[src/rtl/klw_pkg.sv]
// Shared types, constants and glyph helper functions for kinsoku_line_wrapper.
// No dependencies; used by every module of the block.
package klw_pkg;

    localparam int CELL_W         = 8;
    localparam int MAX_WRAP_CELLS = 255;
    localparam int FORBIDDEN_CNT  = 25;

    localparam logic [7:0]  NEWLINE_BYTE = 8'h0A;
    localparam logic [23:0] IDEO_SPACE   = 24'hE38080;

    localparam logic [CELL_W-1:0] WRAP_RESET = CELL_W'(40);

    typedef enum logic [1:0] {
        CFG_WRAP_WIDTH = 2'd0,
        CFG_RUBY_OPEN  = 2'd1,
        CFG_RUBY_SPLIT = 2'd2,
        CFG_RUBY_CLOSE = 2'd3
    } t_cfg_index;

    typedef struct packed {
        logic [7:0] byte_in;
        logic       text_end;
    } t_klw_in;

    typedef struct packed {
        logic       kind;
        logic [7:0] byte_out;
        logic       run_last;
        logic       text_done;
    } t_klw_out;

    // One accepted byte's worth of results: optional line end, up to four
    // text bytes, optional trailing line end.
    typedef struct packed {
        logic            pre_end;
        logic [2:0]      nbytes;
        logic [3:0][7:0] bytes;
        logic            post_end;
        logic            text_end;
    } t_klw_desc;

    localparam logic [23:0] FORBIDDEN_START [FORBIDDEN_CNT] = '{
        24'hE38082, 24'hE38081, 24'hEFBC8C, 24'hEFBC8E, 24'hE383BB, 24'hE280A6,
        24'hE383BC, 24'hEFBC9A, 24'hEFBC9B, 24'hEFBC9F, 24'hEFBC81, 24'hEFBCBD,
        24'hE2809D, 24'hE38080, 24'hEFBC89, 24'hE3808D, 24'hE3808F,
        24'hEE8080, 24'hEE8081, 24'hEE8082, 24'hEE8083,
        24'hEE8084, 24'hEE8085, 24'hEE8086, 24'hEE8087
    };

    function automatic logic [2:0] lead_length(input logic [7:0] b);
        logic [2:0] n;
        if (b < 8'h80) begin
            n = 3'd1;
        end else if (b < 8'hE0) begin
            n = 3'd2;
        end else if (b < 8'hF0) begin
            n = 3'd3;
        end else begin
            n = 3'd4;
        end
        return n;
    endfunction

    function automatic logic [23:0] pack3(input logic [3:0][7:0] g);
        return {g[0], g[1], g[2]};
    endfunction

    function automatic logic [1:0] display_cells(input logic [3:0][7:0] g,
                                                 input logic [2:0] n);
        logic [1:0] c;
        if (n == 3'd0) begin
            c = 2'd0;
        end else if (g[0] < 8'h80) begin
            c = 2'd1;
        end else if (n == 3'd3 && g[0] == 8'hEF &&
                     ((g[1] == 8'hBD && g[2] >= 8'hA1) ||
                      (g[1] == 8'hBE && g[2] <= 8'h9F))) begin
            // half-width katakana
            c = 2'd1;
        end else begin
            c = 2'd2;
        end
        return c;
    endfunction

    function automatic logic is_forbidden(input logic [3:0][7:0] g,
                                          input logic [2:0] n);
        logic hit;
        hit = 1'b0;
        for (int i = 0; i < FORBIDDEN_CNT; i++) begin
            if (pack3(g) == FORBIDDEN_START[i]) begin
                hit = 1'b1;
            end
        end
        return hit && (n == 3'd3);
    endfunction

    function automatic logic [CELL_W-1:0] sat_add(input logic [CELL_W-1:0] cells,
                                                  input logic [1:0] c);
        logic [CELL_W:0] s;
        s = {1'b0, cells} + {{(CELL_W-1){1'b0}}, c};
        if (s > (CELL_W+1)'(MAX_WRAP_CELLS)) begin
            s = (CELL_W+1)'(MAX_WRAP_CELLS);
        end
        return s[CELL_W-1:0];
    endfunction

endpackage

[src/rtl/kinsoku_line_wrapper.sv]
// Top level of the kinsoku line wrapper: front end, descriptor queue, back end.
// Depends on klw_pkg, klw_front, klw_queue and klw_back.
//
//   channel  direction  handshake                payload
//   in       sink       i_in_valid/o_in_ready    t_klw_in  (byte_in, text_end)
//   out      source     o_out_valid/i_out_ready  t_klw_out (kind, byte_out, ...)
//   cfg      sink       i_cfg_valid/o_cfg_ready  i_cfg_index, i_cfg_data
//
// The front end takes one byte per cycle while the queue has room and resolves
// it in that cycle. The back end sends one result per cycle while the output
// is not stalled; a glyph of n bytes with a break gives up to n + 2 results.
// A result passes through a queue entry and the back-end output register.
// Synchronous active-low reset clears all control state; configuration
// returns to width 40 with ruby handling off. Configuration is always ready.
// Output stalls back up through the two-entry queue into o_in_ready.
module kinsoku_line_wrapper (
    input  logic              i_clk,
    input  logic              i_rst_n,
    input  logic              i_in_valid,
    output logic              o_in_ready,
    input  klw_pkg::t_klw_in  i_in_data,
    output logic              o_out_valid,
    input  logic              i_out_ready,
    output klw_pkg::t_klw_out o_out_data,
    input  logic              i_cfg_valid,
    output logic              o_cfg_ready,
    input  logic [1:0]        i_cfg_index,
    input  logic [7:0]        i_cfg_data
);

    logic               push_valid, push_ready, head_valid, pop;
    klw_pkg::t_klw_desc push_data, head;

    klw_front u_front (
        .i_clk        (i_clk),
        .i_rst_n      (i_rst_n),
        .i_in_valid   (i_in_valid),
        .o_in_ready   (o_in_ready),
        .i_in_data    (i_in_data),
        .i_cfg_valid  (i_cfg_valid),
        .o_cfg_ready  (o_cfg_ready),
        .i_cfg_index  (i_cfg_index),
        .i_cfg_data   (i_cfg_data),
        .o_push_valid (push_valid),
        .i_push_ready (push_ready),
        .o_push_data  (push_data)
    );

    klw_queue u_queue (
        .i_clk        (i_clk),
        .i_rst_n      (i_rst_n),
        .i_push_valid (push_valid),
        .o_push_ready (push_ready),
        .i_push_data  (push_data),
        .o_pop_valid  (head_valid),
        .i_pop        (pop),
        .o_pop_data   (head)
    );

    klw_back u_back (
        .i_clk        (i_clk),
        .i_rst_n      (i_rst_n),
        .i_head_valid (head_valid),
        .i_head       (head),
        .o_pop        (pop),
        .o_out_valid  (o_out_valid),
        .i_out_ready  (i_out_ready),
        .o_out_data   (o_out_data)
    );

endmodule

[src/rtl/klw_front.sv]
// Front end: configuration registers, glyph gathering, cell counting and
// line-break decisions; emits a result descriptor per byte with results. Uses klw_pkg.
module klw_front (
    input  logic               i_clk,
    input  logic               i_rst_n,
    input  logic               i_in_valid,
    output logic               o_in_ready,
    input  klw_pkg::t_klw_in   i_in_data,
    input  logic               i_cfg_valid,
    output logic               o_cfg_ready,
    input  logic [1:0]         i_cfg_index,
    input  logic [7:0]         i_cfg_data,
    output logic               o_push_valid,
    input  logic               i_push_ready,
    output klw_pkg::t_klw_desc o_push_data
);

    logic [klw_pkg::CELL_W-1:0] r_wrap;
    logic [7:0]                 r_ropen, r_rsplit, r_rclose;

    logic [3:0][7:0]            r_buf, n_buf;
    logic [2:0]                 r_fill, n_fill;
    logic [2:0]                 r_len, n_len;
    logic [klw_pkg::CELL_W-1:0] r_cells, n_cells;
    logic r_pend, n_pend, r_hang, n_hang, r_jw, n_jw;
    logic r_rbase, n_rbase, r_rread, n_rread, r_nonempty, n_nonempty;
    logic r_anyle, n_anyle;

    logic [7:0] b;
    logic       text_end, accept;
    logic       pre, post, single, do_flush, do_fin, thr;
    logic [2:0] nb;

    assign o_cfg_ready = 1'b1;
    assign o_in_ready  = i_push_ready;
    assign accept      = i_in_valid && i_push_ready;
    assign b           = i_in_data.byte_in;
    assign text_end    = i_in_data.text_end;

    always_comb begin
        n_buf      = r_buf;
        n_fill     = r_fill;
        n_len      = r_len;
        n_cells    = r_cells;
        n_pend     = r_pend;
        n_hang     = r_hang;
        n_jw       = r_jw;
        n_rbase    = r_rbase;
        n_rread    = r_rread;
        n_nonempty = r_nonempty;
        n_anyle    = r_anyle;
        pre        = 1'b0;
        post       = 1'b0;
        single     = 1'b0;
        do_flush   = 1'b0;
        do_fin     = 1'b0;
        thr        = 1'b0;
        nb         = 3'd0;

        if (r_rbase) begin
            single = 1'b1;
            if (b == r_rclose) begin
                do_flush = 1'b1;
                n_rbase  = 1'b0;
                thr      = 1'b1;
            end else if (b == r_rsplit) begin
                do_flush = 1'b1;
                n_rbase  = 1'b0;
                n_rread  = 1'b1;
            end else begin
                if (r_fill == 3'd0) begin
                    n_len = klw_pkg::lead_length(b);
                end
                n_buf[r_fill[1:0]] = b;
                n_fill             = r_fill + 3'd1;
                if (n_fill >= n_len) begin
                    do_flush = 1'b1;
                end
            end
        end else if (r_rread) begin
            single = 1'b1;
            if (b == r_rclose) begin
                n_rread = 1'b0;
                thr     = 1'b1;
            end
        end else if (r_fill == 3'd0 && b == klw_pkg::NEWLINE_BYTE) begin
            // a newline is never a forbidden start, so a pending decision wraps
            if (r_pend) begin
                n_pend = 1'b0;
                pre    = 1'b1;
                n_jw   = 1'b1;
            end
            if (!n_jw) begin
                pre = 1'b1;
            end
            n_anyle    = r_anyle | pre;
            n_cells    = '0;
            n_hang     = 1'b0;
            n_jw       = 1'b0;
            n_nonempty = 1'b0;
        end else if (r_fill == 3'd0 && r_ropen != 8'd0 && b == r_ropen) begin
            if (r_pend) begin
                n_pend  = 1'b0;
                pre     = 1'b1;
                n_anyle = 1'b1;
                n_hang  = 1'b0;
            end
            single     = 1'b1;
            n_cells    = pre ? '0 : r_cells;
            n_rbase    = 1'b1;
            n_jw       = 1'b0;
            n_nonempty = 1'b1;
        end else begin
            if (r_fill == 3'd0) begin
                n_len = klw_pkg::lead_length(b);
            end
            n_buf[r_fill[1:0]] = b;
            n_fill             = r_fill + 3'd1;
            if (n_fill >= n_len) begin
                do_fin = 1'b1;
            end
        end

        // end of text closes an open base glyph or a partial glyph
        if (text_end && n_rbase) begin
            do_flush = 1'b1;
        end
        if (text_end && !n_rbase && !n_rread && !do_flush && n_fill != 3'd0) begin
            do_fin = 1'b1;
        end

        if (do_flush) begin
            if (n_fill != 3'd0) begin
                n_cells = klw_pkg::sat_add(n_cells, klw_pkg::display_cells(n_buf, n_fill));
            end
            n_fill = 3'd0;
        end
        if (thr && ({1'b0, n_cells} + 9'd1 >= {1'b0, r_wrap})) begin
            n_pend = 1'b1;
        end

        if (do_fin) begin
            if (n_pend) begin
                n_pend = 1'b0;
                if (n_hang) begin
                    if (!(n_fill == 3'd3 && klw_pkg::pack3(n_buf) == klw_pkg::IDEO_SPACE)) begin
                        pre = 1'b1;
                    end
                end else if (klw_pkg::is_forbidden(n_buf, n_fill)) begin
                    n_hang = 1'b1;
                end else begin
                    pre = 1'b1;
                end
                if (pre) begin
                    n_anyle    = 1'b1;
                    n_cells    = '0;
                    n_hang     = 1'b0;
                end
            end
            nb         = n_fill;
            n_cells    = klw_pkg::sat_add(n_cells, klw_pkg::display_cells(n_buf, n_fill));
            n_jw       = 1'b0;
            n_nonempty = 1'b1;
            n_fill     = 3'd0;
            if ({1'b0, n_cells} + 9'd1 >= {1'b0, r_wrap}) begin
                n_pend = 1'b1;
            end
        end

        if (single) begin
            nb = 3'd1;
        end

        if (text_end) begin
            post       = n_nonempty || !n_anyle;
            n_fill     = 3'd0;
            n_len      = 3'd0;
            n_cells    = '0;
            n_pend     = 1'b0;
            n_hang     = 1'b0;
            n_jw       = 1'b0;
            n_rbase    = 1'b0;
            n_rread    = 1'b0;
            n_nonempty = 1'b0;
            n_anyle    = 1'b0;
        end
    end

    always_comb begin
        o_push_data.pre_end  = pre;
        o_push_data.nbytes   = nb;
        o_push_data.bytes    = single ? {24'd0, b} : n_buf;
        o_push_data.post_end = post;
        o_push_data.text_end = text_end;
        o_push_valid         = i_in_valid && (pre || post || nb != 3'd0);
    end

    always_ff @(posedge i_clk) begin
        if (!i_rst_n) begin
            r_wrap     <= klw_pkg::WRAP_RESET;
            r_ropen    <= '0;
            r_rsplit   <= '0;
            r_rclose   <= '0;
            r_fill     <= '0;
            r_len      <= '0;
            r_cells    <= '0;
            r_pend     <= 1'b0;
            r_hang     <= 1'b0;
            r_jw       <= 1'b0;
            r_rbase    <= 1'b0;
            r_rread    <= 1'b0;
            r_nonempty <= 1'b0;
            r_anyle    <= 1'b0;
        end else begin
            if (i_cfg_valid) begin
                unique case (klw_pkg::t_cfg_index'(i_cfg_index))
                    klw_pkg::CFG_WRAP_WIDTH: r_wrap   <= i_cfg_data;
                    klw_pkg::CFG_RUBY_OPEN:  r_ropen  <= i_cfg_data;
                    klw_pkg::CFG_RUBY_SPLIT: r_rsplit <= i_cfg_data;
                    klw_pkg::CFG_RUBY_CLOSE: r_rclose <= i_cfg_data;
                    default:                 r_wrap   <= r_wrap;
                endcase
            end
            if (accept) begin
                r_fill     <= n_fill;
                r_len      <= n_len;
                r_cells    <= n_cells;
                r_pend     <= n_pend;
                r_hang     <= n_hang;
                r_jw       <= n_jw;
                r_rbase    <= n_rbase;
                r_rread    <= n_rread;
                r_nonempty <= n_nonempty;
                r_anyle    <= n_anyle;
            end
        end
    end

    always_ff @(posedge i_clk) begin
        if (accept) begin
            r_buf <= n_buf;
        end
    end

endmodule

[src/rtl/klw_queue.sv]
// Two-entry descriptor queue between front and back ends.
// Uses klw_pkg for the descriptor type.
module klw_queue (
    input  logic               i_clk,
    input  logic               i_rst_n,
    input  logic               i_push_valid,
    output logic               o_push_ready,
    input  klw_pkg::t_klw_desc i_push_data,
    output logic               o_pop_valid,
    input  logic               i_pop,
    output klw_pkg::t_klw_desc o_pop_data
);

    klw_pkg::t_klw_desc r_mem [2];
    logic               r_wr_ptr, r_rd_ptr;
    logic [1:0]         r_count;
    logic               push, pop;

    assign o_push_ready = (r_count != 2'd2);
    assign o_pop_valid  = (r_count != 2'd0);
    assign o_pop_data   = r_mem[r_rd_ptr];
    assign push         = i_push_valid && o_push_ready;
    assign pop          = i_pop && o_pop_valid;

    always_ff @(posedge i_clk) begin
        if (!i_rst_n) begin
            r_wr_ptr <= 1'b0;
            r_rd_ptr <= 1'b0;
            r_count  <= 2'd0;
        end else begin
            if (push) begin
                r_wr_ptr <= ~r_wr_ptr;
            end
            if (pop) begin
                r_rd_ptr <= ~r_rd_ptr;
            end
            r_count <= r_count + {1'b0, push} - {1'b0, pop};
        end
    end

    always_ff @(posedge i_clk) begin
        if (push) begin
            r_mem[r_wr_ptr] <= i_push_data;
        end
    end

endmodule

[src/rtl/klw_back.sv]
// Back end: walks the head descriptor one result per cycle, while the output
// is not stalled, into the output register. Uses klw_pkg for descriptor and result types.
module klw_back (
    input  logic               i_clk,
    input  logic               i_rst_n,
    input  logic               i_head_valid,
    input  klw_pkg::t_klw_desc i_head,
    output logic               o_pop,
    output logic               o_out_valid,
    input  logic               i_out_ready,
    output klw_pkg::t_klw_out  o_out_data
);

    logic [2:0]        r_idx;
    logic              r_valid;
    klw_pkg::t_klw_out r_data, n_data;
    logic [2:0]        total, j;
    logic              load, last, is_end;

    assign total  = {2'd0, i_head.pre_end} + i_head.nbytes + {2'd0, i_head.post_end};
    assign j      = r_idx - {2'd0, i_head.pre_end};
    assign last   = (r_idx == total - 3'd1);
    assign is_end = (i_head.pre_end && r_idx == 3'd0) || (j >= i_head.nbytes);
    assign load   = i_head_valid && (!r_valid || i_out_ready);
    assign o_pop  = load && last;

    always_comb begin
        n_data.kind      = is_end;
        n_data.byte_out  = is_end ? 8'd0 : i_head.bytes[j[1:0]];
        n_data.run_last  = last;
        n_data.text_done = last && i_head.text_end;
    end

    always_ff @(posedge i_clk) begin
        if (!i_rst_n) begin
            r_idx   <= 3'd0;
            r_valid <= 1'b0;
        end else if (load) begin
            r_valid <= 1'b1;
            r_idx   <= last ? 3'd0 : r_idx + 3'd1;
        end else if (i_out_ready) begin
            r_valid <= 1'b0;
        end
    end

    always_ff @(posedge i_clk) begin
        if (load) begin
            r_data <= n_data;
        end
    end

    assign o_out_valid = r_valid;
    assign o_out_data  = r_data;

endmodule

[config.mk]
export PLATFORM = sky130hd
export DESIGN_NAME = kinsoku_line_wrapper
export DESIGN_NICKNAME = d
export VERILOG_FILES = /design/src/rtl/klw_pkg.sv /design/src/rtl/kinsoku_line_wrapper.sv /design/src/rtl/klw_front.sv /design/src/rtl/klw_queue.sv /design/src/rtl/klw_back.sv
export SDC_FILE = /design/constraint.sdc
export NUM_CORES = 1
export LEC_CHECK = 0
export BUFFER_PORTS_ARGS = -buffer_cell sky130_fd_sc_hd__buf_2
export CORE_MARGIN = 3
export CORE_UTILIZATION = 60
export DETAILED_ROUTE_END_ITERATION = 7
export GPL_ROUTABILITY_DRIVEN = 1
export GPL_TIMING_DRIVEN = 0
export PLACE_DENSITY = 0.82
export SETUP_SLACK_MARGIN = 0.02
export SLEW_MARGIN = 5
export SYNTH_ARGS = -nofsm -noshare
export SYNTH_HDL_FRONTEND = slang
export SYNTH_HIERARCHICAL = 1
export SYNTH_SLANG_ARGS = --single-unit
export TNS_END_PERCENT = 100
[constraint.sdc]
create_clock -name i_clk -period 16.9 [get_ports i_clk]
set_input_delay 2.535 -clock i_clk [delete_from_list [all_inputs] [get_ports i_clk]]
set_output_delay 2.535 -clock i_clk [all_outputs]
set_load 0.03 [all_outputs]
Word-level counts from Yosys, hierarchy flattened

Memory sizes are Yosys's and may differ from the RTL's. A register that Yosys moved wholly into a read port is not among the register bits.
Cells that the tools add are included.
Widths: inputs -> output; s select.

$add $sub $neg: 12
Order comparisons: 16
Equality and inequality tests: 46
Muxes and demuxes: 194
Bitwise gates (word level): 3
Reductions and logical operators: 54

Operator list:

| operator             | number |
|---|---|
| $eq 24x24->1 const B | 25 |
| $mux 32              | 7 |
| $mux 8               | 17 |
| $mux 1               | 128 |
| $mux 3               | 30 |
| $bwmux 32            | 1 |
| $lt 8x8->1 const B   | 4 |
| $logic_and 1x1->1    | 26 |
| $eq 8x8->1           | 3 |
| $eq 8x8->1 const B   | 3 |
| $add 8x1->9 const B  | 2 |
| $add 8x2->9          | 2 |
| $ge 9x8->1           | 2 |
| $gt 9x8->1 const B   | 2 |
| $mux 2               | 9 |
| $bmux 8 s2           | 1 |
| $demux 8 s2          | 1 |
| $logic_not 3->1      | 4 |
| $ne 3x3->1 const B   | 4 |
| $ge 3x3->1           | 3 |
| $ne 3x2->1 const B   | 3 |
| $eq 8x4->1 const B   | 1 |
| $ge 8x8->1 const B   | 1 |
| $le 8x8->1 const B   | 1 |
| 26 further kinds     | 45 |

Register bits after elaboration: 104
RAM bits: 76
Bits of input ports: 24
Output and inout port bits: 14
Word-level logic and storage cells: 353
Memories kept: 1

Memory list:

| name          | words | bits a word | rd ports | clocked after Yosys merged registers in | wr ports | line            | RTL |
|---|---|---|---|---|---|---|---|
| u_queue.r_mem | 2     | 38          | 1        | 1                                       | 1        | klw_queue.sv:14 | `klw_pkg::t_klw_desc r_mem [2];` |

Longest topological paths before layout

Gate-level depths: netlist (run 1).

Depth after elaboration: 55
Gate-level depth with buffers: 58
Depth with buffers taken out: 55

By module

Netlist (run 1), hierarchy kept.

By module, submodules not included:

| module    | times used | cells an instance | area an instance (um2) |
|---|---|---|---|
| klw_front | 1          | 811               | 6919.1 |
| klw_queue | 1          | 142               | 3057.9 |
| klw_back  | 1          | 82                | 1022.2 |

Least setup slack after synthesis (run 1)

OpenSTA, ideal clock, no wires.

Path type: input to register
From: in i_in_data[7] (netlist name)
To: reg u_front.r_pend
Arrival time: 12.509 ns
Data required time: 16.785 ns
Slack: 4.276 ns
Stages on the path: 52
Path through: buf_2 or4b_1 or3_1 buf_2 nand3_1 o32a_1 buf_4 clkbuf_1 mux2i_1 o21ai_0 a21oi_1 o32ai_1 a21oi_1 and2_1 inv_1 fa_1 nand3b_1 nor2_1 [16 not listed] ha_1 inv_1 fa_1 clkbuf_1 or3_1 or2_2 o22ai_1 a21oi_1 a211oi_1 xnor2_1 ha_1 nor2b_1 o21ai_0 nand2b_1 a211oi_1 a211oi_1 a31o_2 a31o_1

Cells in the longest elaborated chain, start to end: 52

RTL lines:

| what                                                                | line                       | RTL |
|---|---|---|
| from (decl)                                                         | kinsoku_line_wrapper.sv:21 | `input klw_pkg::t_klw_in i_in_data,` |
| parallel branches: the longest is 50 deep, another holds $ge 8x8->1 | -                          |  |
| $mux 1 *                                                            | klw_front.sv:142           | `if (do_fin) begin` |
| $mux 1 *                                                            | klw_front.sv:174           | `if (text_end) begin` |
| to (signal assigned)                                                | klw_front.sv:228           | `r_pend <= n_pend;` |
| to (decl)                                                           | klw_front.sv:25            | `logic r_pend, n_pend, r_hang, n_hang, r_jw, n_jw;` |

Every way passes the cells marked *. The select of a mux whose other input is x is not followed.
A chain may end at the register's enable or synchronous reset.

Worst setup path in the final report (run 1)

From: in i_in_data[8] (netlist name)
To: reg u_front.r_pend

The elaborated chain is that of the path after synthesis.

==> metrics.md, run 1 <==
| Metric | Value |
|---|---|
| Pleak | about 4.6 nW |
| Clock root buffer | clkbuf_16 |
| CTS Sinks | 180 |
| Most common cell in the synthesized netlist | edfxtp_1 |
| Synth top area share | about a third |
| Vias after detailed routing | 8285 |
| Pwr/cell area | 105 nW/um^2 |
| Critical Path RT | 17220 ps |
| Num CTS Buffers | 17 |
| CTS H-tree depth | 4 |
| Synthesized area per cell | around 11 um^2 |
| Violation count after the first detailed-routing iteration | between 800 and 900 |
| First-pass GRT wire length | around 42000 um |
| Reg area | ~4800 um^2 |
| Synth Instances | 1035 |
| P_sw | 0.000378 W |
| Longest Clk Path Bufs | 2 |
| Max-cap viol count | 0 |
| Final worst slack | around 2300 ps |
| Die height | around 140 um |
| Mux contribution to synthesized area | around an eighth |
| Die area | 20000 um^2 |
| Worst Path Arrival | 14930 ps |
| Met2 wire length | 12100 um |
| Post-synthesis register bit count | 180 |
| Worst slew pin tran | between 900 and 1000 ps |
| GPL Wtd Cong | around 1 |
| Crit path buf inv count | 7 |
| Later-pin clock latency in the skew report | ~430 ps |
| Synth Flop Type | edfxtp_1 |
| P&R area growth vs syn | 9.44% |
| Largest net degree at the start of global routing | 40 |
| Die Span X | ~140 um |
| I/O pin count | 38 |
| Total grt overflow | 0 |
| Synth Area in Adders | 5.10% |
| Vias in the first global route | roughly 8000 |
| Slowest-stage cell, CP | a31oi_1 |
| Synth Area in XOR/XNOR | approximately 4.0% |
| Hold buffer count at CTS | 0 |
| Layout fillers | about 1300 |
| Cell family with most CP delay | compound AO/OA/AOI/OAI gates |
| ANT cells | 0 |
| Core ar. | 17600 um^2 |
| R2R depth | 52 |
| CP startpoint kind | input pin |
| TNS Setup | 0 ps |
| VDD IR max | 0.101 mV |
| CP Capture Type | flip-flop |
| Distinct cells, synth | 97 |
| Seq/Total Area, Yosys | between 40% and 50% |
| CTS tree | done |
| Clock transition at the registers of the reported paths | ~60 ps |
| Final routed DRC violation total | 0 |
| WS Path Type | input pin to flip-flop |
| Pre-CTS WS | roughly 2200 ps |
| Multi-input gate area | between 5000 and 6000 um^2 |
| Antenna viol nets, final | 0 |
| Yosys warning count | 6 |
| Row count | 48 |
| Crit path max fanout | 10 |
| Share of total power in combinational logic | 25.2% |
| Metal3 WL | around 2100 um |
| Synth Area in Simple Gates | between 10% and 20% |
| Clock power frac | between 30 and 40% |
| Final Slew Violations | 0 |
| Final Hold Vio Count | 0 |
| Area contributors post-synth | edfxtp_1, dfxtp_1, mux2_2 |
| WL final | ~26000 um |
| Levels on crit path | 51 |
| Sequential power share | approximately 45% |
| Top cells by count, synth | edfxtp_1, nor2b_1, nand2_1 |
| Post-synth top area cell | edfxtp_1 |
| Switching Fraction | around 30% |
| Internal power | a little under 0.0009 W |
| Synthesized cell area | ~11000 um^2 |
| Final setup fails | 0 |
| Hold WC Path Type | flip-flop to flip-flop |
| Fin crit share | 86.5% |
| Fin Clk Skew | between 8 and 9 ps |
| F_max | just under 0.07 GHz |
| Complex-gate fraction of the synthesized area | ~11% |
| Initial Util | between 60% and 70% |
| Routed length per instance | ~20 um |
| Total track usage | around a quarter |
| Max incr delay on CP | 650 ps |
| Drt pass-1 iters | 5 |
| Share of layout cells above drive strength 1 | around 18% |
| Initial antenna violation count | 0 |
| Top sig layer | met4 |
| Syn_nets | between 1000 and 1500 |
| Slew headroom | between 30% and 40% |
| Hold path cells | 2 |
| Combinational family with the most area after synthesis | simple AND/OR/NAND/NOR gates |
| Post-synth ARST share | 0% |
| Tmin final | between 10000 and 15000 ps |
| RSZ-0062 raised after global routing | no |
| Post CTS Setup Buffer Count | 0 |
| Post-synth EDFFs | between 100 and 150 |
| Resize count post-CTS | 0 |
| Outcome | finished clean |
| Nets | about 1200 |
| Vias per inst | roughly 6.3 |
| Metal1 wirelength | 11000 um |
| DP HPWL | around 19000 um |
| I/O Buffers | 29 |
path summary, 6_finish.rpt:
kind | startpoint | end | slack, ps
setup / recovery | i_in_data[8] | u_front/r_pend$_SDFFE_PN0P_ | 2290
hold / removal | u_front/r_cells[0]$_SDFFE_PN0P_ | u_front/r_cells[0]$_SDFFE_PN0P_ | 500
setup reg to reg | u_front/r_fill[0]$_SDFFE_PN0P_ | u_front/r_pend$_SDFFE_PN0P_ | 4170
hold reg to reg | u_front/r_cells[0]$_SDFFE_PN0P_ | u_front/r_cells[0]$_SDFFE_PN0P_ | 500
logic make-up (layout without fill, tap and decap cells):
| group | Yosys count | after routing |
|---|---|---|
| compound gates | 168 | 168 |
| xor+xnor | 49 | 49 |
| fa+ha+maj | 43 | 43 |
| buf+inv | 108 | 171 |
| flops | 180 | 180 |
| mux | 120 | 120 |
| other cells | 1 | 1 |
| simple gates | 366 | 366 |
power groups by stage:
stage	logic, W	registers [W]	clock network, W
detailed placement	0.000314	0.000574	0
floorplan	0.000211	0.000592	0
global route	0.000348	0.000570	0.000404
CTS	0.000318	0.000565	0.000387
finish	0.000319	0.000565	0.000381
global placement	0.000301	0.000572	0
per-layer routing:
layer  track usage, %  vias up
li1                 -     3883
met1             36.5     3935
met2             42.2      404
met3             4.65       63
met4             10.3        0
met5                0        -
cells in the final DEF, fill, tap and decap left out, types with 10 or more instances in the layout:
cell type / instances
nand2_1: 64
and2_1: 16
dfxtp_1: 61
nor2_1: 55
clkbuf_16: 17
edfxtp_1: 119
inv_1: 39
a21oi_1: 35
mux2_2: 54
ha_1: 40
nor3_1: 18
clkbuf_1: 43
o211ai_1: 10
a31oi_1: 10
nor4_1: 14
nand2b_1: 19
o21ai_0: 28
xor2_1: 31
nand3_1: 33
nor2b_1: 76
buf_2: 41
xnor2_1: 17
mux2i_1: 38
mux2_4: 20
through the flow:
step                std cells  util (%)  instance area [um^2]  total power [W]  hold WS (ps)
global placement         1289      64.9                 11400         0.000873           471
detailed placement       1291      65.2                 11500         0.000888           487
finish                   1323      68.4                 12000          0.00127           497
floorplan                1035         -                 11000         0.000803           436
CTS                      1323      68.4                 12000          0.00127           496
global route             1323      68.4                 12000          0.00132           543
cell type report:
cell class / count / area share, %
flip-flops and latches: 180 / 39.8
repair buffers: 31 / 1.54
clock buffers: 21 / 3.75
well taps: 225 / 2.34
multi-input cells: 747 / 47.6
plain buffers: 67 / 2.72
inverters: 41 / 1.28
clock inverters: 11 / 0.925
state kept, by name, summed over array words and instances (netlist names), named ones only:
signal,cells
u_front/r_hang,1
u_back/r_idx,3
u_front/r_cells,8
u_queue/r_mem,76
u_queue/r_wr_ptr,1
u_front/r_buf,32
u_front/r_anyle,1
u_front/r_fill,3
u_back/o_out_valid,1
u_front/r_nonempty,1
u_front/r_pend,1
u_front/r_ropen,8
u_queue/r_rd_ptr,1
u_queue/r_count,2
u_front/r_rsplit,8
u_back/o_out_data,11
u_front/r_wrap,8
u_front/r_len,3
u_front/r_rclose,8
u_front/r_rread,1
u_front/r_rbase,1
worst register-to-register path, delay by kind of cell, from the launching register on:
kind                       cells  cell delay (ps)
AOI/OAI and AO/OA             21             4690
and+or+nand+nor               15             3370
adders and majority gates      7             2120
buffers and inverters          7             1400
muxes                          1              500
DFF                            1              400
xor gates and xnor gates       1              190
Note: power is estimated with default switching activity, not from simulation.
==> run 2: changes to the inputs <==
- CTS_BUF_LIST: unset -> sky130_fd_sc_hd__clkbuf_16
==> metrics.md, run 2 (synthesis gave the netlist of run 1 again) <==
| Metric | Value |
|---|---|
| Num CTS Buffers | 17 |
| Tmin final | around 15000 ps |
| Final core utilization | ~68% |
| WS Path Type | input pin to flip-flop |
| Hold buffer count at CTS | 0 |
| Largest net degree at the start of global routing | 40 |
| Die Span X | 141 um |
| CP Capture Type | flip-flop |
| Most common cell after layout, fill and taps aside | edfxtp_1 |
| P&R area growth vs syn | 9.34% |
| Drt pass-1 iters | 6 |
| Nets | around 1200 |
| F_max | between 0.06 and 0.07 GHz |
| Routed length per instance | slightly below 20 um |
| Final setup fails | 0 |
| Worst Path Arrival | 14950 ps |
| Fin crit share | roughly 87% |
| WL final | between 20000 and 30000 um |
| First-pass GRT wire length | roughly 42000 um |
| Metal1 wirelength | about 11000 um |
| Outcome | finished clean |
| Die height | 141 um |
| Critical Path RT | 17220 ps |
| Die area | between 15000 and 20000 um^2 |
| Final Slew Violations | 0 |
| Initial Util | between 60% and 70% |
| I/O pin count | 38 |
| Total track usage | around a quarter |
| Total grt overflow | 0 |
| VDD IR max | just under 0.1 mV |
| GPL Wtd Cong | 0.974 |
| Post CTS Setup Buffer Count | 0 |
| Vias per inst | approximately 6.3 |
| Final instance area | between 10000 and 15000 um^2 |
| Metal3 WL | about 2000 um |
| Pleak | roughly 4.6 nW |
| Crit path max fanout | 10 |
| Slowest-stage cell, CP | a31oi_1 |
| Pwr/cell area | about 100 nW/um^2 |
| Placed instance area | between 10000 and 15000 um^2 |
| Resize count post-CTS | 0 |
| Clock root buffer | clkbuf_16 |
| Core ar. | roughly 18000 um^2 |
| Number of flip-flops in the largest register | 76 |
| Share of layout cells above drive strength 1 | between 10% and 20% |
| Met2 wire length | around 12000 um |
| Vias after detailed routing | 8270 |
| Violation count after the first detailed-routing iteration | ~860 |
| DP HPWL | 18700 um |
| Hold WC Path Type | flip-flop to flip-flop |
| Layout fillers | ~1300 |
| Worst slew pin tran | approximately 900 ps |
| CTS tree | done |
| CTS H-tree depth | 4 |
| Largest Register | u_queue/r_mem |
| Max-cap viol count | 0 |
| Initial antenna violation count | 0 |
| I/O Buffers | 29 |
| Antenna viol nets, final | 0 |
| Fin Clk Skew | roughly 9 ps |
| Vias in the first global route | roughly 8000 |
| Placed cell count | 1291 |
| Max incr delay on CP | ~660 ps |
| Longest Clk Path Bufs | 2 |
| TNS Setup | 0 ps |
| ANT cells | 0 |
| Layout Cells excl Fill | roughly 1300 |
| CP startpoint kind | input pin |
| Clock transition at the registers of the reported paths | about 60 ps |
| CTS Sinks | between 150 and 200 |
| Top sig layer | met4 |
| RSZ-0062 raised after global routing | no |
| Row count | between 40 and 50 |
| Commonest non-fill, non-tap cells in the layout | edfxtp_1, nor2b_1, nand2_1 |
| Slew headroom | 38.5% |
| Pre-CTS WS | about 2200 ps |
| Final Hold Vio Count | 0 |
| Later-pin clock latency in the skew report | roughly 430 ps |
| Final worst slack | roughly 2300 ps |
| Final routed DRC violation total | 0 |
## run 2: final cells by class
class / count / area, um^2 / share of cell area [%]
Multi-Input combinational cell: 747 / 5730 / 47.7
Sequential cell: 180 / 4790 / 39.9
Clock buffer: 17 / 425 / 3.54
Buffer: 67 / 328 / 2.73
Tap cell: 225 / 282 / 2.34
Timing Repair Buffer: 31 / 185 / 1.54
Inverter: 41 / 154 / 1.28
Clock inverter: 15 / 126 / 1.05
## run 2: path summary, 6_finish.rpt
check                                                startpoint                         endpoint  slack, ps  cells after the start
worst max register to register   u_front/r_fill[0]$_SDFFE_PN0P_      u_front/r_pend$_SDFFE_PN0P_       4210                     53
worst max-delay path                               i_in_data[8]      u_front/r_pend$_SDFFE_PN0P_       2270                     52
worst min-delay path            u_front/r_cells[0]$_SDFFE_PN0P_  u_front/r_cells[0]$_SDFFE_PN0P_        490                      2
worst min register to register  u_front/r_cells[0]$_SDFFE_PN0P_  u_front/r_cells[0]$_SDFFE_PN0P_        490                      2
## run 2: per-stage QoR
stage,total power [W],hold WS [ps]
6_report,0.00126,492
5_1_grt,0.00131,543
4_1_cts,0.00126,496
3_5_place_dp,0.000888,487
3_3_place_gp,0.000873,471
2_1_floorplan,0.000803,436
## run 2: power by group
group          internal [W]  leakage [nW]  switching, W
Combinational      0.000132          2.70      0.000185
Sequential         0.000543          1.62     0.0000218
Clock              0.000204         0.286      0.000170
Total              0.000880          4.61      0.000377
## run 2: critical path, delay by kind of cell
family	cells	cell delay (ps)
compound gates	22	4870
simple gates	14	3210
fa+ha+maj	6	1880
buf+inv	7	1670
mux	1	490
xor+xnor	2	280
## run 2: metal layers
layer  GRT usage (%)  vias to the layer above
met1            36.6                     3960
li1                -                     3872
met2            42.1                      376
met5               0                        -
met4            10.2                        0
met3            4.45                       62
